$ cat src/rtl/necir_pkg.sv
package necir_pkg;

    // Frame geometry.
    localparam int WORD_BITS  = 32;
    localparam int FRAME_BITS = 32;
    localparam int CNT_BITS   = 6;
    localparam logic [CNT_BITS-1:0] FRAME_LOAD = CNT_BITS'(FRAME_BITS);

    // Event codes reported with each result.
    localparam logic [2:0] EV_IGNORED = 3'd0;
    localparam logic [2:0] EV_HEADER  = 3'd1;
    localparam logic [2:0] EV_BIT     = 3'd2;
    localparam logic [2:0] EV_ACCEPT  = 3'd3;
    localparam logic [2:0] EV_REJECT  = 3'd4;
    localparam logic [2:0] EV_REPEAT  = 3'd5;
    localparam logic [2:0] EV_DROP    = 3'd6;

    // Configuration register indexes.
    localparam int CFG_IDX_BITS = 3;
    localparam logic [CFG_IDX_BITS-1:0] REG_HEADER    = 3'd0;
    localparam logic [CFG_IDX_BITS-1:0] REG_REPEAT    = 3'd1;
    localparam logic [CFG_IDX_BITS-1:0] REG_TOLERANCE = 3'd2;
    localparam logic [CFG_IDX_BITS-1:0] REG_THRESHOLD = 3'd3;
    localparam logic [CFG_IDX_BITS-1:0] REG_ADDRESS   = 3'd4;
    localparam logic [CFG_IDX_BITS-1:0] REG_LONG      = 3'd5;

    typedef struct packed {
        logic [7:0] header_ticks;
        logic [7:0] repeat_ticks;
        logic [4:0] tolerance_ticks;
        logic [7:0] bit_threshold;
        logic [7:0] address_code;
        logic [7:0] long_press_count;
    } t_cfg;

    // Interval classification against the configured windows.
    typedef struct packed {
        logic header_hit;
        logic drop;
        logic repeat_hit;
        logic one_bit;
    } t_class;

    // Outcome of the frame word check.
    typedef struct packed {
        logic       pass;
        logic [7:0] command;
    } t_check;

endpackage

$ cat src/rtl/necir_cfg_regs.sv
module necir_cfg_regs (
    input  logic                                i_clk,
    input  logic                                i_rst_n,
    input  logic                                i_cfg_we,
    input  logic [necir_pkg::CFG_IDX_BITS-1:0]  i_cfg_idx,
    input  logic [7:0]                          i_cfg_data,
    output necir_pkg::t_cfg                     o_cfg
);

    necir_pkg::t_cfg r_cfg;

    // Register file with reset defaults; unknown indexes are dropped.
    always_ff @(posedge i_clk) begin
        if (!i_rst_n) begin
            r_cfg.header_ticks     <= 8'd108;
            r_cfg.repeat_ticks     <= 8'd90;
            r_cfg.tolerance_ticks  <= 5'd5;
            r_cfg.bit_threshold    <= 8'd13;
            r_cfg.address_code     <= 8'd0;
            r_cfg.long_press_count <= 8'd6;
        end else if (i_cfg_we) begin
            unique case (i_cfg_idx)
                necir_pkg::REG_HEADER:    r_cfg.header_ticks     <= i_cfg_data;
                necir_pkg::REG_REPEAT:    r_cfg.repeat_ticks     <= i_cfg_data;
                necir_pkg::REG_TOLERANCE: r_cfg.tolerance_ticks  <= i_cfg_data[4:0];
                necir_pkg::REG_THRESHOLD: r_cfg.bit_threshold    <= i_cfg_data;
                necir_pkg::REG_ADDRESS:   r_cfg.address_code     <= i_cfg_data;
                necir_pkg::REG_LONG:      r_cfg.long_press_count <= i_cfg_data;
                default: ;
            endcase
        end
    end

    assign o_cfg = r_cfg;

endmodule

$ cat src/rtl/necir_classify.sv
module necir_classify (
    input  logic [7:0]          i_interval,
    input  necir_pkg::t_cfg     i_cfg,
    output necir_pkg::t_class   o_class
);

    logic [8:0] t9;
    logic [8:0] tol9;
    logic [8:0] hd9;
    logic [8:0] rp9;

    // Windows are compared at nine bits so that neither side wraps.
    always_comb begin
        t9   = {1'b0, i_interval};
        tol9 = {4'b0, i_cfg.tolerance_ticks};
        hd9  = {1'b0, i_cfg.header_ticks};
        rp9  = {1'b0, i_cfg.repeat_ticks};
        o_class.header_hit = ((t9 + tol9) >= hd9) && (t9 <= (hd9 + tol9));
        o_class.drop       = t9 > (rp9 + tol9);
        o_class.repeat_hit = (t9 + tol9) >= rp9;
        o_class.one_bit    = i_interval >= i_cfg.bit_threshold;
    end

endmodule

$ cat src/rtl/necir_check.sv
module necir_check (
    input  logic [necir_pkg::WORD_BITS-1:0] i_word,
    input  logic [7:0]                      i_address,
    output necir_pkg::t_check               o_check
);

    logic [7:0] b0;
    logic [7:0] b1;
    logic [7:0] b2;
    logic [7:0] b3;

    // Each inverted byte must complement its partner at eight bits, and the address byte must match.
    always_comb begin
        b0 = i_word[7:0];
        b1 = i_word[15:8];
        b2 = i_word[23:16];
        b3 = i_word[31:24];
        o_check.pass    = (b1 == ~b0) && (b3 == ~b2) && (b1 == i_address);
        o_check.command = b2;
    end

endmodule

$ cat src/rtl/nec_ir_pulse_decoder_core.sv
// Channel   Direction  Handshake                  Payload
// input     in         i_in_valid / o_in_ready    i_interval_ticks
// result    out        o_out_valid / i_out_ready  o_event_res, o_command, o_long_press
// config    in         i_cfg_we (no wait)         i_cfg_idx, i_cfg_data
//
// One interval is taken per cycle while o_in_ready is high.
// The input register feeds one pass of compare, shift and check logic into the result register.
// A stalled result holds its register; the input register still fills, then o_in_ready drops.
// Synchronous active-low reset clears the decoder state and loads the register defaults.
module nec_ir_pulse_decoder_core (
    input  logic                                i_clk,
    input  logic                                i_rst_n,
    input  logic                                i_in_valid,
    output logic                                o_in_ready,
    input  logic [7:0]                          i_interval_ticks,
    output logic                                o_out_valid,
    input  logic                                i_out_ready,
    output logic [2:0]                          o_event_res,
    output logic [7:0]                          o_command,
    output logic                                o_long_press,
    input  logic                                i_cfg_we,
    input  logic [necir_pkg::CFG_IDX_BITS-1:0]  i_cfg_idx,
    input  logic [7:0]                          i_cfg_data
);

    necir_pkg::t_cfg   cfg;
    necir_pkg::t_class cls;
    necir_pkg::t_check chk;

    // Input stage.
    logic       r_in_valid;
    logic [7:0] r_interval;

    // Decoder state.
    logic                               r_in_frame, n_in_frame;
    logic [necir_pkg::WORD_BITS-1:0]    r_shift_word, n_shift_word;
    logic [necir_pkg::CNT_BITS-1:0]     r_bits_left, n_bits_left;
    logic [7:0]                         r_repeat_count, n_repeat_count;
    logic                               r_acked, n_acked;
    logic                               r_long_flag, n_long_flag;

    // Result stage.
    logic       r_out_valid;
    logic [2:0] r_event_res, n_event_res;
    logic [7:0] r_command, n_command;
    logic       r_long_press;

    logic                            advance;
    logic [necir_pkg::WORD_BITS-1:0] shifted;
    logic [necir_pkg::WORD_BITS-1:0] check_word;

    necir_cfg_regs u_cfg (
        .i_clk      (i_clk),
        .i_rst_n    (i_rst_n),
        .i_cfg_we   (i_cfg_we),
        .i_cfg_idx  (i_cfg_idx),
        .i_cfg_data (i_cfg_data),
        .o_cfg      (cfg)
    );

    necir_classify u_classify (
        .i_interval (r_interval),
        .i_cfg      (cfg),
        .o_class    (cls)
    );

    necir_check u_check (
        .i_word    (check_word),
        .i_address (cfg.address_code),
        .o_check   (chk)
    );

    // The stored request moves on when the result register is free or drains now.
    assign advance    = r_in_valid && (!r_out_valid || i_out_ready);
    assign o_in_ready = !r_in_valid || advance;

    assign shifted    = {cls.one_bit, r_shift_word[necir_pkg::WORD_BITS-1:1]};
    assign check_word = cls.repeat_hit ? r_shift_word : shifted;

    // Next state and event for the request in the input register.
    always_comb begin
        n_in_frame     = r_in_frame;
        n_shift_word   = r_shift_word;
        n_bits_left    = r_bits_left;
        n_repeat_count = r_repeat_count;
        n_acked        = r_acked;
        n_long_flag    = r_long_flag;
        n_event_res    = necir_pkg::EV_IGNORED;
        n_command      = 8'd0;
        if (!r_in_frame) begin
            if (cls.header_hit) begin
                n_in_frame   = 1'b1;
                n_shift_word = '0;
                n_acked      = 1'b0;
                n_bits_left  = necir_pkg::FRAME_LOAD;
                n_event_res  = necir_pkg::EV_HEADER;
            end
        end else if (cls.drop) begin
            n_in_frame  = 1'b0;
            n_event_res = necir_pkg::EV_DROP;
        end else if (cls.repeat_hit) begin
            if (r_repeat_count != 8'hFF) begin
                n_repeat_count = r_repeat_count + 8'd1;
            end
            n_event_res = necir_pkg::EV_REPEAT;
            if (n_repeat_count >= cfg.long_press_count) begin
                n_long_flag = 1'b1;
                n_in_frame  = 1'b0;
                if (!chk.pass) begin
                    n_event_res = necir_pkg::EV_REJECT;
                end else if (!r_acked) begin
                    n_acked     = 1'b1;
                    n_command   = chk.command;
                    n_event_res = necir_pkg::EV_ACCEPT;
                end
            end
        end else begin
            n_shift_word = shifted;
            n_bits_left  = r_bits_left - 1'b1;
            n_event_res  = necir_pkg::EV_BIT;
            if (n_bits_left == '0) begin
                n_in_frame = 1'b0;
                if (!chk.pass) begin
                    n_event_res = necir_pkg::EV_REJECT;
                end else if (r_acked) begin
                    n_event_res = necir_pkg::EV_REPEAT;
                end else begin
                    n_acked     = 1'b1;
                    n_command   = chk.command;
                    n_event_res = necir_pkg::EV_ACCEPT;
                end
            end
        end
    end

    // Input register.
    always_ff @(posedge i_clk) begin
        if (!i_rst_n) begin
            r_in_valid <= 1'b0;
        end else if (o_in_ready) begin
            r_in_valid <= i_in_valid;
        end
    end

    always_ff @(posedge i_clk) begin
        if (i_in_valid && o_in_ready) begin
            r_interval <= i_interval_ticks;
        end
    end

    // Decoder state updates once per processed request.
    always_ff @(posedge i_clk) begin
        if (!i_rst_n) begin
            r_in_frame     <= 1'b0;
            r_shift_word   <= '0;
            r_bits_left    <= '0;
            r_repeat_count <= 8'd0;
            r_acked        <= 1'b0;
            r_long_flag    <= 1'b0;
        end else if (advance) begin
            r_in_frame     <= n_in_frame;
            r_shift_word   <= n_shift_word;
            r_bits_left    <= n_bits_left;
            r_repeat_count <= n_repeat_count;
            r_acked        <= n_acked;
            r_long_flag    <= n_long_flag;
        end
    end

    // Result register.
    always_ff @(posedge i_clk) begin
        if (!i_rst_n) begin
            r_out_valid <= 1'b0;
        end else if (advance) begin
            r_out_valid <= 1'b1;
        end else if (i_out_ready) begin
            r_out_valid <= 1'b0;
        end
    end

    always_ff @(posedge i_clk) begin
        if (advance) begin
            r_event_res  <= n_event_res;
            r_command    <= n_command;
            r_long_press <= n_long_flag;
        end
    end

    assign o_out_valid  = r_out_valid;
    assign o_event_res  = r_event_res;
    assign o_command    = r_command;
    assign o_long_press = r_long_press;

endmodule

$ cat config.mk
export PLATFORM = sky130hd
export DESIGN_NAME = nec_ir_pulse_decoder_core
export DESIGN_NICKNAME = d
export VERILOG_FILES = /design/src/rtl/necir_pkg.sv /design/src/rtl/necir_cfg_regs.sv /design/src/rtl/necir_classify.sv /design/src/rtl/necir_check.sv /design/src/rtl/nec_ir_pulse_decoder_core.sv
export SDC_FILE = /design/constraint.sdc
export NUM_CORES = 1
export LEC_CHECK = 0
export CAP_MARGIN = 20
export CORE_MARGIN = 5
export CORE_UTILIZATION = 60
export CTS_CLUSTER_SIZE = 24
export DETAILED_ROUTE_END_ITERATION = 12
export DONT_BUFFER_PORTS = 1
export PLACE_DENSITY_LB_ADDON = 0.3
export SYNTH_ARGS = -nofsm -noshare
export SYNTH_HDL_FRONTEND = slang
export SYNTH_HIERARCHICAL = 1
export SYNTH_SLANG_ARGS = --single-unit
export TNS_END_PERCENT = 20
$ cat constraint.sdc
create_clock -name i_clk -period 6.9 [get_ports i_clk]
set_input_delay 1.38 -clock i_clk [delete_from_list [all_inputs] [get_ports i_clk]]
set_output_delay 1.38 -clock i_clk [all_outputs]
set_load 0.1 [all_outputs]
# Yosys cells after proc, flatten, opt, wreduce, memory -nomap -nowiden
# Index checks and enable logic that the tools add are counted.
totals:
  register_bits: 116
  input_bits: 24
  output_inout_bits: 14
  word_cells: 114
classes:
  n_addsub: 5
  n_lt_le_gt_ge: 6
  n_eq_ne: 13
  n_mux: 44
  bitwise_logic: 4
  reduce_logical: 24
op_table:
  columns: ["cell", "count"]
  rows:
  - ["$mux W32", 4]
  - ["$mux W8", 9]
  - ["$add A8 B5 Y9", 3]
  - ["$eq A8 B8 Y1", 3]
  - ["$mux W6", 4]
  - ["$mux W3", 7]
  - ["$mux W1", 20]
  - ["$ge A9 B8 Y1", 2]
  - ["$ge A8 B8 Y1", 2]
  - ["$not A8 Y8", 2]
  - ["$reduce_and A2 Y1", 6]
  - ["$gt A8 B9 Y1", 1]
  - ["$le A8 B9 Y1", 1]
  - ["$add A8 B1 Y8 const B", 1]
  - ["$ne A8 B8 Y1 const B", 1]
  - ["$reduce_and A4 Y1", 2]
  - ["$eq A3 B2 Y1 const B", 2]
  - ["$eq A3 B3 Y1 const B", 2]
  - ["$logic_not A6 Y1", 1]
  - ["$ne A3 B2 Y1 const B", 2]
  - ["$sub A6 B1 Y6 const B", 1]
  - ["$logic_and A1 B1 Y1", 5]
  - ["$reduce_and A5 Y1", 1]
  - ["$ne A2 B2 Y1 const B", 2]
  - ["8 further kinds", 12]

# Logic depth before layout (Yosys ltp)
depth:
  word_depth: 12
  depth_mapped: 22
  mapped_depth_nobuf: 20

# By module
# The synthesis kept the hierarchy.
by_module_without_submodules:
  columns: ["module", "instances", "cells_per_inst", "area_each_um2"]
  rows:
  - ["nec_ir_pulse_decoder_core", 1, 380, 3719.8]
  - ["necir_cfg_regs", 1, 171, 1774.2]
  - ["necir_classify", 1, 223, 1705.4]
  - ["necir_check", 1, 46, 315.3]

# Least setup slack after synthesis
# OpenSTA, ideal clock, no wires.
synth_path:
  kind: "register to register"
  from: "register u_cfg.r_cfg (netlist bit u_cfg/o_cfg[25])"
  to: "register r_command[0], in the netlist o_command[0] (data pin)"
  arrival_ns: 4.577
  required_ns: 6.768
  slack_ns: 2.191
  stages_incl_launch_ff: 22
  n_path_buf: 2
  path_cell_list: "dfxtp_1 -> inv_1 -> fa_1 -> nor2b_1 -> o21ai_2 -> a21boi_1 -> a21oi_1 -> ha_1 -> a21o_1 -> a211oi_1 -> o21ai_0 -> a211o_1 -> buf_2 -> buf_2 -> mux2_2 -> xor2_1 -> nor4_1 -> o2111ai_1 -> nor4_2 -> nand3b_4 -> nor3_2 -> and2_1"
synth_lines:
  columns: ["element", "line", "text"]
  rows:
  - ["start, declared", "necir_cfg_regs.sv:10", "necir_pkg::t_cfg r_cfg;"]
  - ["end signal, assigned", "nec_ir_pulse_decoder_core.sv:184", "r_command <= n_command;"]
  - ["end, declared", "nec_ir_pulse_decoder_core.sv:45", "logic [7:0] r_command, n_command;"]

==> results.sh <==
export IMPL_drtPass1Iterations=6
export IMPL_finalSetupViolCount=0
export IMPL_crit_start="u_cfg/o_cfg[25]"
export IMPL_clockRootBuffer="clkbuf_16"
export IMPL_rows=40
export IMPL_grt_pass1_wl_um=28200
export IMPL_postCtsSetupRepairBufs=0
export IMPL_antenna_found_initial=0
export IMPL_drc_errors=0
export IMPL_min_period_ps=5850
export IMPL_synth_area_um2=7510
export IMPL_cts_buffers=17
export IMPL_postRouteAntennaNets=0
export IMPL_hold_worst_slack_ps=465
export IMPL_synth_top_area_share_pct=25.6
export IMPL_grt_ovfl_total=0
export IMPL_hp_class="reg -> reg"
export IMPL_synth_xor_area_share_pct=3.85
export IMPL_cts_resized=0
export IMPL_portBuffers=0
export IMPL_dpl_cell_area_um2=7520
export IMPL_fp_dieH_um=122
export IMPL_wl_per_cell_um=17.7
export IMPL_hold_violations=0
export IMPL_via_count=5870
export IMPL_synth_compound_area_share_pct=13.0
export IMPL_drtIter0Drc=419
export IMPL_synth_adder_area_share_pct=11.8
export IMPL_tightestPinTransition_ps=1060
export IMPL_antenna_cells=0
export IMPL_status="complete, no violations"
export IMPL_avgViaCountPerCell=6.00
export IMPL_cp_slowest_stage_delay_ps=830
export IMPL_reg2reg_depth=18
export IMPL_clk_latency_ps=430
export IMPL_syn2layout_area_growth_pct=7.81
export IMPL_cts_tree="done"
export IMPL_grt_pass1_vias=5682
export IMPL_syn_nets=913
export IMPL_skew_ps=7.42
export IMPL_fin_crit_sh_pct=84.7
export IMPL_cellPowerDensity_nw_per_um2=225
export IMPL_cts_hold_buf=0
export IMPL_ys_warn_count=6
export IMPL_vdd_drop_max_mv=0.186
export IMPL_gp_congestion=0.990
export IMPL_multi_input_area_um2=4570
export IMPL_yosys_area_share_simple_pct=21.0
export IMPL_fmax_mhz=171
export IMPL_place_hpwl_um=12200
export IMPL_ys_seq_elements=116
export IMPL_endpoint_kind="flip-flop"
export IMPL_synth_top_family_by_area="simple AND/OR/NAND/NOR gates"
export IMPL_worst_path_max_fanout=24
export IMPL_setup_tns_ps=0
export IMPL_start_kind="flip-flop"
export IMPL_clockBufferDepth=2
export IMPL_die_width_um=122
export IMPL_grt_max_degree=113
export IMPL_clock_sinks=116
export IMPL_synthTopCellsByArea="dfxtp_1 (26%), ha_1 (11%), edfxtp_1 (8.0%)"
export IMPL_track_usage_pct=24.2
export IMPL_syn_avg_cell_area_um2=9.16
export IMPL_p_leak_nw=3.42
export IMPL_max_cap_violations=0
export IMPL_synth_largest_area_cell="dfxtp_1"
export IMPL_ioPinCount=38
export IMPL_r2r_setup_slack_ps=1050
export IMPL_htree_num_levels=4
export IMPL_critPathBufInv=1
export IMPL_drive_gt1_share_pct=11.8
export IMPL_r2r_end="o_command[6]"
export IMPL_post_place_ws_ps=1130
export IMPL_min_path_cells=2
export IMPL_fin_area_um2=8100
export IMPL_slew_violations=0
export IMPL_total_power_mw=1.82
export IMPL_initial_core_util_pct=61.8
export IMPL_synth_edff_count=20
export IMPL_dieArea_um2=14900
export IMPL_coreArea_um2=12200
export IMPL_routed_wl_um=17300
export IMPL_synthArstFlopShare_pct=0
export IMPL_ys_seq_area_share_pct=33.6
export IMPL_crit_end="o_command[6]"
export IMPL_worstPathRequired_ps=7190
export IMPL_rsz0062_at_grt="no"
export IMPL_synthCells=820
export IMPL_cp_slowest_cell="a211o_1"
export IMPL_path_clk_slew_ps=60
export IMPL_slew_headroom_pct=29.3
export IMPL_path_class="reg -> reg"
export IMPL_layout_nets=891
export IMPL_ys_types=77
export IMPL_regArea_um2=2520
export IMPL_cp_num_cells=18
export IMPL_muxShareOfSynthArea_pct=11.2
export IMPL_cp_top_family="compound AO/OA/AOI/OAI gates"
export IMPL_reg2reg_from="u_cfg/o_cfg[25]"
export IMPL_crit_arrival_ps=6140
export IMPL_path_cells="ha_1 -> a21o_1 -> a21oi_1 -> nand2b_1 -> nor4b_1 -> a311o_1 -> ha_1 -> o21a_1 -> a211o_1 -> buf_4 -> mux2_2 -> xnor2_1 -> nor4_2 -> o2111ai_1 -> nor4_2 -> nand3b_4 -> nor3_2 -> and2_1"
export IMPL_fin_ws_ps=1050
export IMPL_synth_ff_type="dfxtp_1"
export IMPL_fillCellCount=960
==> synthesized netlist by cell type, drive strengths merged (10+ instances only) <==
master  number
nor2        23
clkbuf      19
mux2i       46
nor2b       32
o21ai       24
ha          66
a21boi      36
nand4       11
dfxtp       96
and2        17
xnor2       27
nor3        10
buf         26
a21oi       30
nor3b       11
nand3       41
mux2        34
edfxtp      20
inv         48
nand2      105
==> registers in the layout, indices dropped and copies added, names as in the netlist, 3 cells and up <==
signal          cells
r_shift_word       32
o_command           8
r_bits_left         6
r_interval          8
o_event_res         3
r_repeat_count      8
u_cfg/o_cfg        45
==> metrics by stage <==
step / std cells / util (%)
2_1_floorplan: 820 / -
3_3_place_gp: 947 / 61.8
3_5_place_dp: 947 / 61.8
4_1_cts: 979 / 66.6
5_1_grt: 979 / 66.6
6_report: 979 / 66.6
==> logic make-up (layout without fill, tap and decap cells) <==
logic type,Yosys count,count (layout)
AO/OA/AOI/OAI,141,141
flip-flops,116,116
buffers and inverters,93,84
XOR/XNOR,33,33
multiplexers,80,80
AND/OR/NAND/NOR,288,288
adder cells (fa/ha/maj),69,69
==> worst min-delay path, cell delays in order, from the launching register on <==
cell and delay [ps]:
dfxtp_1 300, nand2_1 50, mux2i_1 60
==> layout make-up <==
type                       count  share of cell area, %
tap                          168                   2.59
sequential                   116                   31.1
clock inverter                13                   1.62
multi-input combinational    611                   56.5
clock buffer                  19                   5.59
inverter                      48                   2.22
timing repair buffer           4                  0.371
==> how the worst min path moves through the flow <==
stage                          startpoint         endpoint
after floorplan           r_shift_word[0]  r_shift_word[0]
after global placement    r_shift_word[0]  r_shift_word[0]
after detailed placement   u_cfg/o_cfg[5]   u_cfg/o_cfg[5]
after CTS                  u_cfg/o_cfg[5]   u_cfg/o_cfg[5]
after global routing      u_cfg/o_cfg[23]  u_cfg/o_cfg[23]
final                      u_cfg/o_cfg[7]   u_cfg/o_cfg[7]
==> where the power goes <==
part,internal (mW),switching (mW)
Sequential,0.705,0.0453
Clock,0.546,0.322
Combinational,0.0822,0.119
==> metal layers <==
metal / vias to the layer above / routed length (µm) / global-route usage, %
li1: 2856 / - / -
met2: 182 / 8250 / 38.7
met1: 2786 / 7500 / 30.4
met5: - / 0 / 0
met3: 46 / 1170 / 7.99
met4: 0 / 430 / 8.82
==> cell usage in the layout (no fill, tap or decap), types with 27 or more instances in the layout <==
cell	n
nand2_1	105
nor2b_1	32
dfxtp_1	96
ha_1	66
mux2_2	34
xnor2_1	27
nand3_1	41
a21oi_1	28
inv_1	48
mux2i_1	46
a21boi_0	28
Note: power is estimated with default switching activity, not from simulation.
